--- config.mk ---
export PLATFORM = sky130hd
export DESIGN_NAME = ansi_sgr_color_text_cells_top
export DESIGN_NICKNAME = d
export VERILOG_FILES = /design/src/sv/asgr_pkg.sv /design/src/sv/ansi_sgr_color_text_cells_top.sv /design/src/sv/asgr_ram.sv /design/src/sv/asgr_front.sv /design/src/sv/asgr_back.sv
export SDC_FILE = /design/constraint.sdc
export NUM_CORES = 1
export LEC_CHECK = 0
export ABC_CLOCK_PERIOD_IN_PS = 6500
export CORE_MARGIN = 10
export CORE_UTILIZATION = 40
export DETAILED_ROUTE_END_ITERATION = 10
export DONT_BUFFER_PORTS = 1
export PLACE_DENSITY = 0.56
export SYNTH_ARGS = -nofsm -noshare
export SYNTH_HDL_FRONTEND = slang
export SYNTH_SLANG_ARGS = --single-unit
--- constraint.sdc ---
create_clock -name clk -period 6.5 [get_ports clk]
set_clock_uncertainty 0.05 [all_clocks]
set_input_delay 0.65 -clock clk [delete_from_list [all_inputs] [get_ports clk]]
set_output_delay 0.65 -clock clk [all_outputs]
set_load 0.02 [all_outputs]
--- src/sv/asgr_pkg.sv ---
`default_nettype none
// ----------------------------------------------------------------------------
// asgr_pkg
// Shared types, constants and helpers for the SGR colour text cell converter.
// ----------------------------------------------------------------------------
package asgr_pkg;

    // byte codes
    localparam logic [7:0] CH_ESC   = 8'h1B;
    localparam logic [7:0] CH_LBR   = 8'h5B;
    localparam logic [7:0] CH_M     = 8'h6D;
    localparam logic [7:0] CH_SEMI  = 8'h3B;
    localparam logic [7:0] CH_NUL   = 8'h00;
    localparam logic [7:0] CH_SPACE = 8'h20;
    localparam logic [7:0] CH_PLUS  = 8'h2B;
    localparam logic [7:0] CH_MINUS = 8'h2D;
    localparam logic [7:0] CH_ZERO  = 8'h30;
    localparam logic [7:0] CH_NINE  = 8'h39;

    // register reset values
    localparam logic [3:0] START_FG_RST = 4'h2;
    localparam logic [3:0] START_BG_RST = 4'h0;
    localparam logic [3:0] SGR0_FG_RST  = 4'h7;
    localparam logic [3:0] SGR0_BG_RST  = 4'h0;

    // default sizing
    localparam int CODE_BUFFER_BYTES_DEF = 32;
    localparam int REPLAY_DEPTH_DEF      = 64;
    localparam int CAP_DEPTH             = 64;
    localparam int CAP_AW                = 6;
    localparam int TOKEN_MAX             = 1023;

    // apb map
    localparam int APB_AW = 4;

    typedef enum logic [1:0] {
        REG_START_FG = 2'd0,
        REG_START_BG = 2'd1,
        REG_SGR0_FG  = 2'd2,
        REG_SGR0_BG  = 2'd3
    } reg_idx_t;

    // ansi colour number to cell colour
    localparam logic [3:0] COLOR_MAP [16] = '{
        4'h0, 4'h4, 4'h2, 4'h6, 4'h1, 4'h5, 4'h3, 4'h7,
        4'h8, 4'hC, 4'hA, 4'hE, 4'h9, 4'hD, 4'hB, 4'hF
    };

    typedef struct packed {
        logic [3:0] start_fg;
        logic [3:0] start_bg;
        logic [3:0] sgr0_fg;
        logic [3:0] sgr0_bg;
    } colors_t;

    typedef struct packed {
        logic is_nul;
        logic is_esc;
        logic is_lbr;
        logic is_m;
        logic is_semi;
        logic is_digit;
        logic is_space;
        logic is_sign;
        logic is_minus;
    } byte_class_t;

    typedef struct packed {
        logic [7:0]  text_byte;
        logic        last;
        byte_class_t cls;
    } item_t;

    typedef struct packed {
        logic [15:0] cell_count;
        logic        buffer_end;
        logic        has_char;
        logic [15:0] cell_word;
    } cell_out_t;

    typedef enum logic [2:0] {
        ST_IDLE,
        ST_POP,
        ST_EXEC,
        ST_CRD,
        ST_CWR,
        ST_LBR,
        ST_NEXT
    } back_state_t;

    typedef enum logic [1:0] {
        MODE_PLAIN,
        MODE_ESC,
        MODE_CAP
    } parse_mode_t;

    function automatic byte_class_t classify(input logic [7:0] b);
        byte_class_t c;
        c.is_nul   = (b == CH_NUL);
        c.is_esc   = (b == CH_ESC);
        c.is_lbr   = (b == CH_LBR);
        c.is_m     = (b == CH_M);
        c.is_semi  = (b == CH_SEMI);
        c.is_digit = (b >= CH_ZERO) && (b <= CH_NINE);
        c.is_space = (b == CH_SPACE) || ((b >= 8'd9) && (b <= 8'd13));
        c.is_sign  = (b == CH_PLUS) || (b == CH_MINUS);
        c.is_minus = (b == CH_MINUS);
        return c;
    endfunction

endpackage
`default_nettype wire

--- src/sv/ansi_sgr_color_text_cells_top.sv ---
`default_nettype none
// A plain byte gives its cell on the output in the cycle after it is taken; the final
// cell of a buffer waits in the hold register for its end flag, then goes to the output.
// The parser takes no new byte until the last one has passed its execute and dispatch steps.
// A failed escape fills the replay stack (capture read and write per byte, then the
// bracket) and replays it by pop, execute and dispatch. Output stalls hold the parser.
// Reset is asynchronous and active low; it clears control state and restores defaults.
// ----------------------------------------------------------------------------
// ansi_sgr_color_text_cells_top
// Converts text bytes with SGR colour escapes into 16-bit coloured text cells.
// ----------------------------------------------------------------------------
module ansi_sgr_color_text_cells_top #(
    parameter int CODE_BUFFER_BYTES = asgr_pkg::CODE_BUFFER_BYTES_DEF,
    parameter int REPLAY_DEPTH      = asgr_pkg::REPLAY_DEPTH_DEF
) (
    input  wire logic                        clk,
    input  wire logic                        rst_n,
    input  wire logic                        s_tvalid,
    output logic                             s_tready,
    input  wire logic [7:0]                  s_tdata,   // [7:0] text_byte
    input  wire logic                        s_tlast,
    output logic                             m_tvalid,
    input  wire logic                        m_tready,
    output logic [31:0]                      m_tdata,   // [15:0] cell_word, [31:16] cell_count
    output logic                             m_tlast,
    output logic                             m_tuser,   // [0] has_char
    input  wire logic                        psel,
    input  wire logic                        penable,
    input  wire logic                        pwrite,
    input  wire logic [asgr_pkg::APB_AW-1:0] paddr,
    input  wire logic [31:0]                 pwdata,
    output logic [31:0]                      prdata,
    output logic                             pready
);
    import asgr_pkg::*;

    colors_t  cfg_reg;
    colors_t  cfg_next;
    reg_idx_t reg_sel;
    logic     wr_en;
    logic     q_valid;
    logic     q_pop;
    item_t    q_item;

    assign pready  = 1'b1;
    assign reg_sel = reg_idx_t'(paddr[3:2]);
    assign wr_en   = psel && penable && pwrite && pready;

    // register write decode
    always_comb
    begin
        cfg_next = cfg_reg;
        if (wr_en)
        begin
            unique case (reg_sel)
                REG_START_FG: cfg_next.start_fg = pwdata[3:0];
                REG_START_BG: cfg_next.start_bg = pwdata[3:0];
                REG_SGR0_FG:  cfg_next.sgr0_fg  = pwdata[3:0];
                REG_SGR0_BG:  cfg_next.sgr0_bg  = pwdata[3:0];
                default:      cfg_next = cfg_reg;
            endcase
        end
    end

    // register read mux
    always_comb
    begin
        unique case (reg_sel)
            REG_START_FG: prdata = {28'd0, cfg_reg.start_fg};
            REG_START_BG: prdata = {28'd0, cfg_reg.start_bg};
            REG_SGR0_FG:  prdata = {28'd0, cfg_reg.sgr0_fg};
            REG_SGR0_BG:  prdata = {28'd0, cfg_reg.sgr0_bg};
            default:      prdata = '0;
        endcase
    end

    always_ff @(posedge clk or negedge rst_n)
    begin
        if (!rst_n)
        begin
            cfg_reg.start_fg <= START_FG_RST;
            cfg_reg.start_bg <= START_BG_RST;
            cfg_reg.sgr0_fg  <= SGR0_FG_RST;
            cfg_reg.sgr0_bg  <= SGR0_BG_RST;
        end
        else
        begin
            cfg_reg <= cfg_next;
        end
    end

    asgr_front u_front (
        .clk      (clk),
        .rst_n    (rst_n),
        .s_tvalid (s_tvalid),
        .s_tready (s_tready),
        .s_tdata  (s_tdata),
        .s_tlast  (s_tlast),
        .q_valid  (q_valid),
        .q_pop    (q_pop),
        .q_item   (q_item)
    );

    asgr_back #(
        .CODE_BUFFER_BYTES (CODE_BUFFER_BYTES),
        .REPLAY_DEPTH      (REPLAY_DEPTH)
    ) u_back (
        .clk      (clk),
        .rst_n    (rst_n),
        .cfg      (cfg_reg),
        .q_valid  (q_valid),
        .q_pop    (q_pop),
        .q_item   (q_item),
        .m_tvalid (m_tvalid),
        .m_tready (m_tready),
        .m_tdata  (m_tdata),
        .m_tlast  (m_tlast),
        .m_tuser  (m_tuser)
    );

endmodule
`default_nettype wire

--- src/sv/asgr_ram.sv ---
`default_nettype none
// ----------------------------------------------------------------------------
// asgr_ram
// Generic single write, single read RAM with registered read data.
// ----------------------------------------------------------------------------
module asgr_ram #(
    parameter int WIDTH = 8,
    parameter int DEPTH = 64
) (
    input  wire logic                     clk,
    input  wire logic                     we,
    input  wire logic [$clog2(DEPTH)-1:0] waddr,
    input  wire logic [WIDTH-1:0]         wdata,
    input  wire logic                     re,
    input  wire logic [$clog2(DEPTH)-1:0] raddr,
    output logic      [WIDTH-1:0]         rdata
);

    logic [WIDTH-1:0] mem [DEPTH];

    // write port and registered read port
    always_ff @(posedge clk)
    begin
        if (we)
        begin
            mem[waddr] <= wdata;
        end
        if (re)
        begin
            rdata <= mem[raddr];
        end
    end

endmodule
`default_nettype wire

--- src/sv/asgr_front.sv ---
`default_nettype none
// ----------------------------------------------------------------------------
// asgr_front
// Input side: classifies each text byte and queues it in a two-word queue.
// ----------------------------------------------------------------------------
module asgr_front (
    input  wire logic          clk,
    input  wire logic          rst_n,
    input  wire logic          s_tvalid,
    output logic               s_tready,
    input  wire logic [7:0]    s_tdata,   // [7:0] text_byte
    input  wire logic          s_tlast,
    output logic               q_valid,
    input  wire logic          q_pop,
    output asgr_pkg::item_t    q_item
);
    import asgr_pkg::*;

    item_t      entry_reg [2];
    logic       wr_ptr_reg, wr_ptr_next;
    logic       rd_ptr_reg, rd_ptr_next;
    logic [1:0] cnt_reg, cnt_next;
    logic       push;
    logic       pop;

    assign s_tready = (cnt_reg != 2'd2);
    assign q_valid  = (cnt_reg != 2'd0);
    assign q_item   = entry_reg[rd_ptr_reg];
    assign push     = s_tvalid && s_tready;
    assign pop      = q_pop && q_valid;

    // pointer and fill level
    always_comb
    begin
        wr_ptr_next = push ? ~wr_ptr_reg : wr_ptr_reg;
        rd_ptr_next = pop ? ~rd_ptr_reg : rd_ptr_reg;
        cnt_next    = cnt_reg + {1'b0, push} - {1'b0, pop};
    end

    always_ff @(posedge clk or negedge rst_n)
    begin
        if (!rst_n)
        begin
            wr_ptr_reg <= 1'b0;
            rd_ptr_reg <= 1'b0;
            cnt_reg    <= 2'd0;
        end
        else
        begin
            wr_ptr_reg <= wr_ptr_next;
            rd_ptr_reg <= rd_ptr_next;
            cnt_reg    <= cnt_next;
        end
    end

    // queue storage with classified byte
    always_ff @(posedge clk)
    begin
        if (push)
        begin
            entry_reg[wr_ptr_reg].text_byte <= s_tdata;
            entry_reg[wr_ptr_reg].last      <= s_tlast;
            entry_reg[wr_ptr_reg].cls       <= classify(s_tdata);
        end
    end

endmodule
`default_nettype wire

--- src/sv/asgr_back.sv ---
`default_nettype none
// ----------------------------------------------------------------------------
// asgr_back
// Parser: escape capture, token decode, replay stack and cell output.
// ----------------------------------------------------------------------------
module asgr_back #(
    parameter int CODE_BUFFER_BYTES = asgr_pkg::CODE_BUFFER_BYTES_DEF,
    parameter int REPLAY_DEPTH      = asgr_pkg::REPLAY_DEPTH_DEF
) (
    input  wire logic            clk,
    input  wire logic            rst_n,
    input  wire asgr_pkg::colors_t cfg,
    input  wire logic            q_valid,
    output logic                 q_pop,
    input  wire asgr_pkg::item_t q_item,
    output logic                 m_tvalid,
    input  wire logic            m_tready,
    output logic [31:0]          m_tdata,   // [15:0] cell_word, [31:16] cell_count
    output logic                 m_tlast,
    output logic                 m_tuser    // [0] has_char
);
    import asgr_pkg::*;

    localparam int SAW = $clog2(REPLAY_DEPTH);
    localparam int SPW = $clog2(REPLAY_DEPTH + 1);
    localparam logic [SPW-1:0] SP_FULL = SPW'(REPLAY_DEPTH);
    localparam logic [CAP_AW-1:0] CAP_MAX = CAP_AW'(CODE_BUFFER_BYTES - 1);

    typedef struct packed {
        logic started;
        logic body;
        logic neg;
        logic done;
    } tok_flags_t;

    back_state_t       state_reg, state_next;
    parse_mode_t       mode_reg, mode_next;
    logic [3:0]        cur_fg_reg, cur_fg_next, cur_bg_reg, cur_bg_next;
    logic [3:0]        pend_fg_reg, pend_fg_next, pend_bg_reg, pend_bg_next;
    logic [9:0]        tok_val_reg, tok_val_next;
    tok_flags_t        tok_flags_reg, tok_flags_next;
    logic [CAP_AW-1:0] cap_len_reg, cap_len_next;
    logic [CAP_AW-1:0] idx_reg, idx_next;
    logic [SPW-1:0]    sp_reg, sp_next;
    logic              stopped_reg, stopped_next;
    logic [15:0]       count_reg, count_next;
    logic              last_reg, last_next;
    cell_out_t         hold_reg, hold_next;
    logic              hold_valid_reg, hold_valid_next;
    cell_out_t         out_reg, out_next;
    logic              out_valid_reg, out_valid_next;

    // memory ports
    logic              stk_we, stk_re;
    logic [SAW-1:0]    stk_waddr, stk_raddr;
    logic [7:0]        stk_wdata, stk_rdata;
    logic              cap_we, cap_re;
    logic [CAP_AW-1:0] cap_waddr, cap_raddr;
    logic [7:0]        cap_rdata;

    // per cycle requests
    logic              can_adv;
    logic              do_exec;
    logic [7:0]        x;
    byte_class_t       xc;
    logic              push_req;
    logic [7:0]        push_data;
    logic              emit_req;
    logic [7:0]        emit_ch;
    logic              flush_end;
    logic              fail_req;
    logic              fail_has_byte;
    logic [3:0]        fin_fg, fin_bg;
    logic [13:0]       acc;
    logic [9:0]        acc_sat;
    logic [15:0]       cnt_inc;
    cell_out_t         new_cell;

    asgr_ram #(.WIDTH(8), .DEPTH(REPLAY_DEPTH)) u_stack (
        .clk   (clk),
        .we    (stk_we),
        .waddr (stk_waddr),
        .wdata (stk_wdata),
        .re    (stk_re),
        .raddr (stk_raddr),
        .rdata (stk_rdata)
    );

    asgr_ram #(.WIDTH(8), .DEPTH(CAP_DEPTH)) u_capture (
        .clk   (clk),
        .we    (cap_we),
        .waddr (cap_waddr),
        .wdata (x),
        .re    (cap_re),
        .raddr (cap_raddr),
        .rdata (cap_rdata)
    );

    assign m_tvalid = out_valid_reg;
    assign m_tdata  = {out_reg.cell_count, out_reg.cell_word};
    assign m_tlast  = out_reg.buffer_end;
    assign m_tuser  = out_reg.has_char;
    assign can_adv  = !out_valid_reg || m_tready;

    // byte under execution comes from the queue or from the replay stack
    always_comb
    begin
        if (state_reg == ST_EXEC)
        begin
            x  = stk_rdata;
            xc = classify(stk_rdata);
        end
        else
        begin
            x  = q_item.text_byte;
            xc = q_item.cls;
        end
    end

    // token close: apply the finished code to the pending colours
    always_comb
    begin
        fin_fg = pend_fg_reg;
        fin_bg = pend_bg_reg;
        if (tok_flags_reg.started && !(tok_flags_reg.neg && (tok_val_reg != 10'd0)))
        begin
            if ((tok_val_reg >= 10'd30) && (tok_val_reg <= 10'd37))
            begin
                fin_fg = COLOR_MAP[{1'b0, 3'(tok_val_reg - 10'd30)}];
            end
            else if ((tok_val_reg >= 10'd90) && (tok_val_reg <= 10'd97))
            begin
                fin_fg = COLOR_MAP[{1'b1, 3'(tok_val_reg - 10'd90)}];
            end
            else if ((tok_val_reg >= 10'd40) && (tok_val_reg <= 10'd47))
            begin
                fin_bg = COLOR_MAP[{1'b0, 3'(tok_val_reg - 10'd40)}];
            end
            else if ((tok_val_reg >= 10'd100) && (tok_val_reg <= 10'd107))
            begin
                fin_bg = COLOR_MAP[{1'b1, 3'(tok_val_reg - 10'd100)}];
            end
            else if (tok_val_reg == 10'd0)
            begin
                fin_fg = cfg.sgr0_fg;
                fin_bg = cfg.sgr0_bg;
            end
        end
    end

    // decimal accumulate with saturation
    always_comb
    begin
        acc     = {4'd0, tok_val_reg} * 14'd10 + {10'd0, 4'(x - CH_ZERO)};
        acc_sat = (acc > 14'(TOKEN_MAX)) ? 10'(TOKEN_MAX) : acc[9:0];
        cnt_inc = (count_reg == 16'hFFFF) ? count_reg : count_reg + 16'd1;
    end

    // next state and datapath control
    always_comb
    begin
        state_next      = state_reg;
        mode_next       = mode_reg;
        cur_fg_next     = cur_fg_reg;
        cur_bg_next     = cur_bg_reg;
        pend_fg_next    = pend_fg_reg;
        pend_bg_next    = pend_bg_reg;
        tok_val_next    = tok_val_reg;
        tok_flags_next  = tok_flags_reg;
        cap_len_next    = cap_len_reg;
        idx_next        = idx_reg;
        sp_next         = sp_reg;
        stopped_next    = stopped_reg;
        count_next      = count_reg;
        last_next       = last_reg;
        hold_next       = hold_reg;
        hold_valid_next = hold_valid_reg;
        out_next        = out_reg;
        out_valid_next  = out_valid_reg && !m_tready;
        q_pop           = 1'b0;
        stk_re          = 1'b0;
        stk_raddr       = SAW'(sp_reg - SPW'(1));
        cap_we          = 1'b0;
        cap_waddr       = cap_len_reg;
        cap_re          = 1'b0;
        cap_raddr       = idx_reg;
        push_req        = 1'b0;
        push_data       = x;
        emit_req        = 1'b0;
        emit_ch         = x;
        flush_end       = 1'b0;
        fail_req        = 1'b0;
        fail_has_byte   = 1'b0;

        do_exec = can_adv && (((state_reg == ST_IDLE) && q_valid) || (state_reg == ST_EXEC));

        unique case (state_reg)
            ST_IDLE:
            begin
                if (do_exec)
                begin
                    q_pop      = 1'b1;
                    last_next  = q_item.last;
                    state_next = ST_NEXT;
                end
            end
            ST_EXEC:
            begin
                if (do_exec)
                begin
                    state_next = ST_NEXT;
                end
            end
            ST_POP:
            begin
                stk_re     = 1'b1;
                sp_next    = sp_reg - SPW'(1);
                state_next = ST_EXEC;
            end
            ST_CRD:
            begin
                cap_re     = 1'b1;
                state_next = ST_CWR;
            end
            ST_CWR:
            begin
                push_req  = 1'b1;
                push_data = cap_rdata;
                if (idx_reg == '0)
                begin
                    state_next = ST_LBR;
                end
                else
                begin
                    idx_next   = idx_reg - CAP_AW'(1);
                    state_next = ST_CRD;
                end
            end
            ST_LBR:
            begin
                push_req     = 1'b1;
                push_data    = CH_LBR;
                cap_len_next = '0;
                state_next   = ST_NEXT;
            end
            ST_NEXT:
            begin
                if (can_adv)
                begin
                    priority if (sp_reg != '0)
                    begin
                        state_next = ST_POP;
                    end
                    else if (!last_reg)
                    begin
                        state_next = ST_IDLE;
                    end
                    else if (!stopped_reg && (mode_reg == MODE_ESC))
                    begin
                        emit_req  = 1'b1;
                        emit_ch   = CH_ESC;
                        mode_next = MODE_PLAIN;
                    end
                    else if (!stopped_reg && (mode_reg == MODE_CAP))
                    begin
                        fail_req = 1'b1;
                    end
                    else
                    begin
                        // end of buffer: deliver final word and restart
                        flush_end      = 1'b1;
                        cur_fg_next    = cfg.start_fg;
                        cur_bg_next    = cfg.start_bg;
                        pend_fg_next   = 4'h0;
                        pend_bg_next   = 4'h0;
                        mode_next      = MODE_PLAIN;
                        tok_val_next   = '0;
                        tok_flags_next = '0;
                        cap_len_next   = '0;
                        stopped_next   = 1'b0;
                        count_next     = '0;
                        sp_next        = '0;
                        last_next      = 1'b0;
                        state_next     = ST_IDLE;
                    end
                end
            end
            default:
            begin
                state_next = ST_IDLE;
            end
        endcase

        // byte execution
        if (do_exec && !stopped_reg)
        begin
            unique case (mode_reg)
                MODE_ESC:
                begin
                    if (xc.is_lbr)
                    begin
                        mode_next      = MODE_CAP;
                        cap_len_next   = '0;
                        tok_val_next   = '0;
                        tok_flags_next = '0;
                        pend_fg_next   = cur_fg_reg;
                        pend_bg_next   = cur_bg_reg;
                    end
                    else
                    begin
                        emit_req  = 1'b1;
                        emit_ch   = CH_ESC;
                        mode_next = MODE_PLAIN;
                        push_req  = 1'b1;
                    end
                end
                MODE_CAP:
                begin
                    priority if (xc.is_m)
                    begin
                        cur_fg_next    = fin_fg;
                        cur_bg_next    = fin_bg;
                        pend_fg_next   = fin_fg;
                        pend_bg_next   = fin_bg;
                        tok_val_next   = '0;
                        tok_flags_next = '0;
                        mode_next      = MODE_PLAIN;
                        cap_len_next   = '0;
                    end
                    else if (!xc.is_nul && (cap_len_reg < CAP_MAX))
                    begin
                        cap_we       = 1'b1;
                        cap_len_next = cap_len_reg + CAP_AW'(1);
                        if (xc.is_semi)
                        begin
                            pend_fg_next   = fin_fg;
                            pend_bg_next   = fin_bg;
                            tok_val_next   = '0;
                            tok_flags_next = '0;
                        end
                        else
                        begin
                            tok_flags_next.started = 1'b1;
                            if (!tok_flags_reg.done)
                            begin
                                if (!tok_flags_reg.body)
                                begin
                                    priority if (xc.is_space)
                                    begin
                                        tok_flags_next.started = 1'b1;
                                    end
                                    else if (xc.is_sign)
                                    begin
                                        tok_flags_next.body = 1'b1;
                                        tok_flags_next.neg  = xc.is_minus;
                                    end
                                    else if (!xc.is_digit)
                                    begin
                                        tok_flags_next.done = 1'b1;
                                    end
                                    else
                                    begin
                                        tok_flags_next.body = 1'b1;
                                        tok_val_next        = acc_sat;
                                    end
                                end
                                else if (xc.is_digit)
                                begin
                                    tok_val_next = acc_sat;
                                end
                                else
                                begin
                                    tok_flags_next.done = 1'b1;
                                end
                            end
                        end
                    end
                    else
                    begin
                        fail_req      = 1'b1;
                        fail_has_byte = 1'b1;
                    end
                end
                default:
                begin
                    priority if (xc.is_nul)
                    begin
                        stopped_next = 1'b1;
                        sp_next      = '0;
                    end
                    else if (xc.is_esc)
                    begin
                        mode_next = MODE_ESC;
                    end
                    else
                    begin
                        emit_req = 1'b1;
                    end
                end
            endcase
        end

        // failed escape: emit esc, then replay the capture
        if (fail_req)
        begin
            emit_req   = 1'b1;
            emit_ch    = CH_ESC;
            mode_next  = MODE_PLAIN;
            push_req   = fail_has_byte;
            idx_next   = cap_len_reg - CAP_AW'(1);
            state_next = (cap_len_reg != '0) ? ST_CRD : ST_LBR;
        end

        // replay stack push, dropped when full
        stk_we    = 1'b0;
        stk_waddr = sp_reg[SAW-1:0];
        stk_wdata = push_data;
        if (push_req && (sp_reg < SP_FULL))
        begin
            stk_we  = 1'b1;
            sp_next = sp_reg + SPW'(1);
        end

        // cell emission, last cell of a buffer held back for its end flag
        new_cell.cell_word  = {cur_bg_reg, cur_fg_reg, emit_ch};
        new_cell.has_char   = 1'b1;
        new_cell.buffer_end = 1'b0;
        new_cell.cell_count = cnt_inc;
        if (emit_req)
        begin
            count_next = cnt_inc;
            if (last_next)
            begin
                if (hold_valid_reg)
                begin
                    out_next       = hold_reg;
                    out_valid_next = 1'b1;
                end
                hold_next       = new_cell;
                hold_valid_next = 1'b1;
            end
            else
            begin
                out_next       = new_cell;
                out_valid_next = 1'b1;
            end
        end

        // final word of a buffer
        if (flush_end)
        begin
            out_valid_next = 1'b1;
            if (hold_valid_reg)
            begin
                out_next            = hold_reg;
                out_next.buffer_end = 1'b1;
                hold_valid_next     = 1'b0;
            end
            else
            begin
                out_next.cell_word  = '0;
                out_next.has_char   = 1'b0;
                out_next.buffer_end = 1'b1;
                out_next.cell_count = count_reg;
            end
        end
    end

    // control state
    always_ff @(posedge clk or negedge rst_n)
    begin
        if (!rst_n)
        begin
            state_reg      <= ST_IDLE;
            mode_reg       <= MODE_PLAIN;
            cur_fg_reg     <= START_FG_RST;
            cur_bg_reg     <= START_BG_RST;
            pend_fg_reg    <= 4'h0;
            pend_bg_reg    <= 4'h0;
            tok_val_reg    <= '0;
            tok_flags_reg  <= '0;
            cap_len_reg    <= '0;
            idx_reg        <= '0;
            sp_reg         <= '0;
            stopped_reg    <= 1'b0;
            count_reg      <= '0;
            last_reg       <= 1'b0;
            hold_valid_reg <= 1'b0;
            out_valid_reg  <= 1'b0;
        end
        else
        begin
            state_reg      <= state_next;
            mode_reg       <= mode_next;
            cur_fg_reg     <= cur_fg_next;
            cur_bg_reg     <= cur_bg_next;
            pend_fg_reg    <= pend_fg_next;
            pend_bg_reg    <= pend_bg_next;
            tok_val_reg    <= tok_val_next;
            tok_flags_reg  <= tok_flags_next;
            cap_len_reg    <= cap_len_next;
            idx_reg        <= idx_next;
            sp_reg         <= sp_next;
            stopped_reg    <= stopped_next;
            count_reg      <= count_next;
            last_reg       <= last_next;
            hold_valid_reg <= hold_valid_next;
            out_valid_reg  <= out_valid_next;
        end
    end

    // payload registers
    always_ff @(posedge clk)
    begin
        hold_reg <= hold_next;
        out_reg  <= out_next;
    end

endmodule
`default_nettype wire
==> results.ini <==
[routing]
drtIter0Drc=2046
ant_nets=0
drc=0
drt-wirelength-per-cell_um=22.91
dr.pass1.iters=8
via_per_inst=5.400
vias=25826
drt-total-wl_mm=109.6

[power_and_ir_drop]
p_int_mw=13.44
p_clk_frac=0.399
peakVddDrop_uv=215.3
switchingPower_mw=3.545
seqPwrFrac=0.551
powerDensity_mw_per_mm2=293.2
power_mw=16.99
leakagePower_nw=19.42
combPwrFrac=0.049
swShare=0.2087

[setup_path]
r2r-end=u_back.u_stack.mem[36][6]
cp-end-kind=flop
path_depth=9
r2r_slack_ns=1.32
critPathKind=reg2reg
crit_path_cell_trace=nor3b_2 -> buf_4 -> o21ai_0 -> nor2_1 -> nand2_1 -> a211o_1 -> buf_4 -> or4_1 -> nor2_1
setup.worst_path.start=u_back.state_reg[1]
critPathCapture=u_back.u_stack.mem[36][6]
r2r_start=u_back.state_reg[1]
ff2ff_path_depth=9
crit_family=simple AND/OR/NAND/NOR gates
worst_path_max_delay_cell=or4_1
arrival_ns=5.48
critPathLaunchType=flop
max_stage_delay_ns=0.79
cp_max_fo=20
crit_buf_inv=2
required_ns=6.80

[cts]
clk_latency_ns=0.72
ctsResizeCount=0
clk_pin_slew_ns=0.07
numClockSinks=1236
cts_buffers=120
htree_num_levels=3
ctsRootBufferMaster=clkbuf_16
clockBufferDepth=3
cts_tree=done

[yosys]
synth.area.top_cells=edfxtp_1, mux4_2, dfrtp_1
synth_seq_cells=1236
async_reset_ff_frac=0.07605
yosys_warnings=0
synth_area_per_cell_um2=18.64
yosysTopAreaCell=edfxtp_1
syn_area_mm2=0.05096
synth-main-ff-cell=edfxtp_1
synth_top_area_frac=0.6729
synth_cells=2734
synth_edf_count=1142
synth_seq_area_share=0.7192
synthDistinctLibCells=82

[sta]
fin_crit_sh=0.7966
rsz0062_at_grt=no
max_freq_mhz=193.1
setup_tns_ns=0
hold_viol=0
slew_violations=0
fin_ws_ns=1.322
worst-slew-pin-transition_ns=1.287
slew_headroom=0.1422
finalSetupViolations=0
finalCriticalPeriod_ns=5.178
fin_hold_ws_ns=0.08808

[global_routing]
grt_first_pass_wirelength_mm=165.6
grt_pass1_vias=26641
grt_usage=0.1523
grt_max_degree=117
antenna_found_initial=0
grt_overflow_total=0

[place]
hpwl_mm=67.96
gp_congestion=0.8293
dp_worst_setup_slack_ns=1.387
placedCellCount=4548
io_buffers=0

[floorplan]
row_count=130
core_mm2=0.1261
start_util=0.4043
io_pins=121
die_x_um=376.9
dieHeight_um=376.9
die-area_mm2=0.1421

[hold_path]
worstHoldPathType=in2reg

[layout]
area_delta_synth_final_pct=13.70
layout.cells.non_filler=4783
nets=3120
drive_above_1_share=0.2038

[flow_run]
maxCapViolations=0

[status]
status=finished, final reports clean

==> worst reg2reg max path: cells and delay by family (launching register included) <==
kind | cells | cell delay [ns]
AO/OA/AOI/OAI | 2 | 0.68
buffers and inverters | 2 | 0.70
flip-flops | 1 | 0.65
AND/OR/NAND/NOR | 5 | 2.72
==> Yosys cell counts, types with 31 or more instances <==
library cell	number
edfxtp_1	1142
mux4_2	332
nor2_1	185
nand2_1	116
dfrtp_1	89
clkbuf_1	85
o21ai_0	67
a21oi_1	60
inv_1	51
nand3_1	48
mux2i_1	35
buf_2	33
ha_1	31
==> layout by cell type, fill, tap and decap left out, types with 18 or more instances in the layout <==
| cell type | count |
|---|---|
| o21ai_0 | 61 |
| inv_1 | 50 |
| conb_1 | 285 |
| nor4_1 | 28 |
| a21oi_1 | 58 |
| clkbuf_1 | 34 |
| nand2_1 | 116 |
| nor2_1 | 184 |
| xnor2_1 | 26 |
| buf_4 | 57 |
| clkinv_1 | 20 |
| nor2b_1 | 21 |
| mux2i_1 | 34 |
| clkinv_2 | 22 |
| mux2_2 | 21 |
| clkbuf_16 | 123 |
| nand3_1 | 48 |
| a22o_1 | 18 |
| ha_1 | 30 |
| edfxtp_1 | 1142 |
| nor3_1 | 28 |
| mux4_2 | 332 |
| dfrtp_1 | 84 |
| a22oi_1 | 22 |
==> per-layer routing <==
metal	GRT usage	vias up	part of all wire
met2	0.2521	753	0.49
met3	0.02418	172	0.053
met5	0	-	0
met1	0.2056	13504	0.43
met4	0.05014	0	0.025
li1	-	11397	-
==> stage by stage <==
stage	cell area, µm²	utilization
finish	57950	0.4597
global route	57940	0.4596
CTS	57940	0.4596
detailed placement	53930	0.4278
global placement	53930	0.4278
floorplan	52030	-
==> worst min path at each step <==
| stage | start | to | slack [ns] | cells after the start |
|---|---|---|---|---|
| finish | s_tdata[4] | u_front.entry_reg[1][5] | 0.09 | 1 |
| global route | s_tdata[4] | u_front.entry_reg[0][5] | 0.08 | 1 |
| CTS | s_tdata[4] | u_front.entry_reg[1][5] | 0.04 | 1 |
| detailed placement | rst_n | u_back.count_reg[6] | 0.31 | 0 |
| global placement | rst_n | u_back.count_reg[6] | 0.31 | 0 |
| floorplan | rst_n | cfg_reg[0] | 0.30 | 0 |
==> cell type report <==
type | instances | area, µm²
clock buffer | 159 | 3233
timing repair buffer | 74 | 635.6
tap | 1650 | 2064
clock inverter | 59 | 608.1
multi-input combinational | 1552 | 14540
antenna | 2 | 5.005
inverter | 51 | 191.4
fill | 10626 | 68110
sequential | 1236 | 36670
==> cells by family (layout without fill, tap and decap cells) <==
| group | after synthesis | in the layout | synth area share |
|---|---|---|---|
| DFF | 1236 | 1236 | 0.7192 |
| and+or+nand+nor | 531 | 531 | 0.05126 |
| muxes | 388 | 388 | 0.1582 |
| AOI/OAI and AO/OA | 277 | 277 | 0.03638 |
| buffers and inverters | 229 | 343 | 0.01989 |
| xor gates and xnor gates | 38 | 38 | 0.006531 |
| adders and majority gates | 33 | 33 | 0.008396 |
| other | 2 | 287 | 0.0001474 |
==> power by group through the flow <==
stage | Combinational, mW | Clock, mW | Sequential (mW)
floorplan | 0.504 | 0 | 9.52
global route | 0.920 | 7.27 | 9.39
CTS | 0.846 | 6.98 | 9.37
global placement | 0.775 | 0 | 9.52
finish | 0.833 | 6.79 | 9.37
detailed placement | 0.820 | 0 | 9.54
==> what timing repair did <==
item | 4_1_cts | 5_1_grt
endpoints found under the hold margin | 128 | 0
endpoints found under the setup margin | 0 | 0
hold buffers | 15 | 0
setup buffers | 0 | 0
Power figures use the tool's default switching activity.
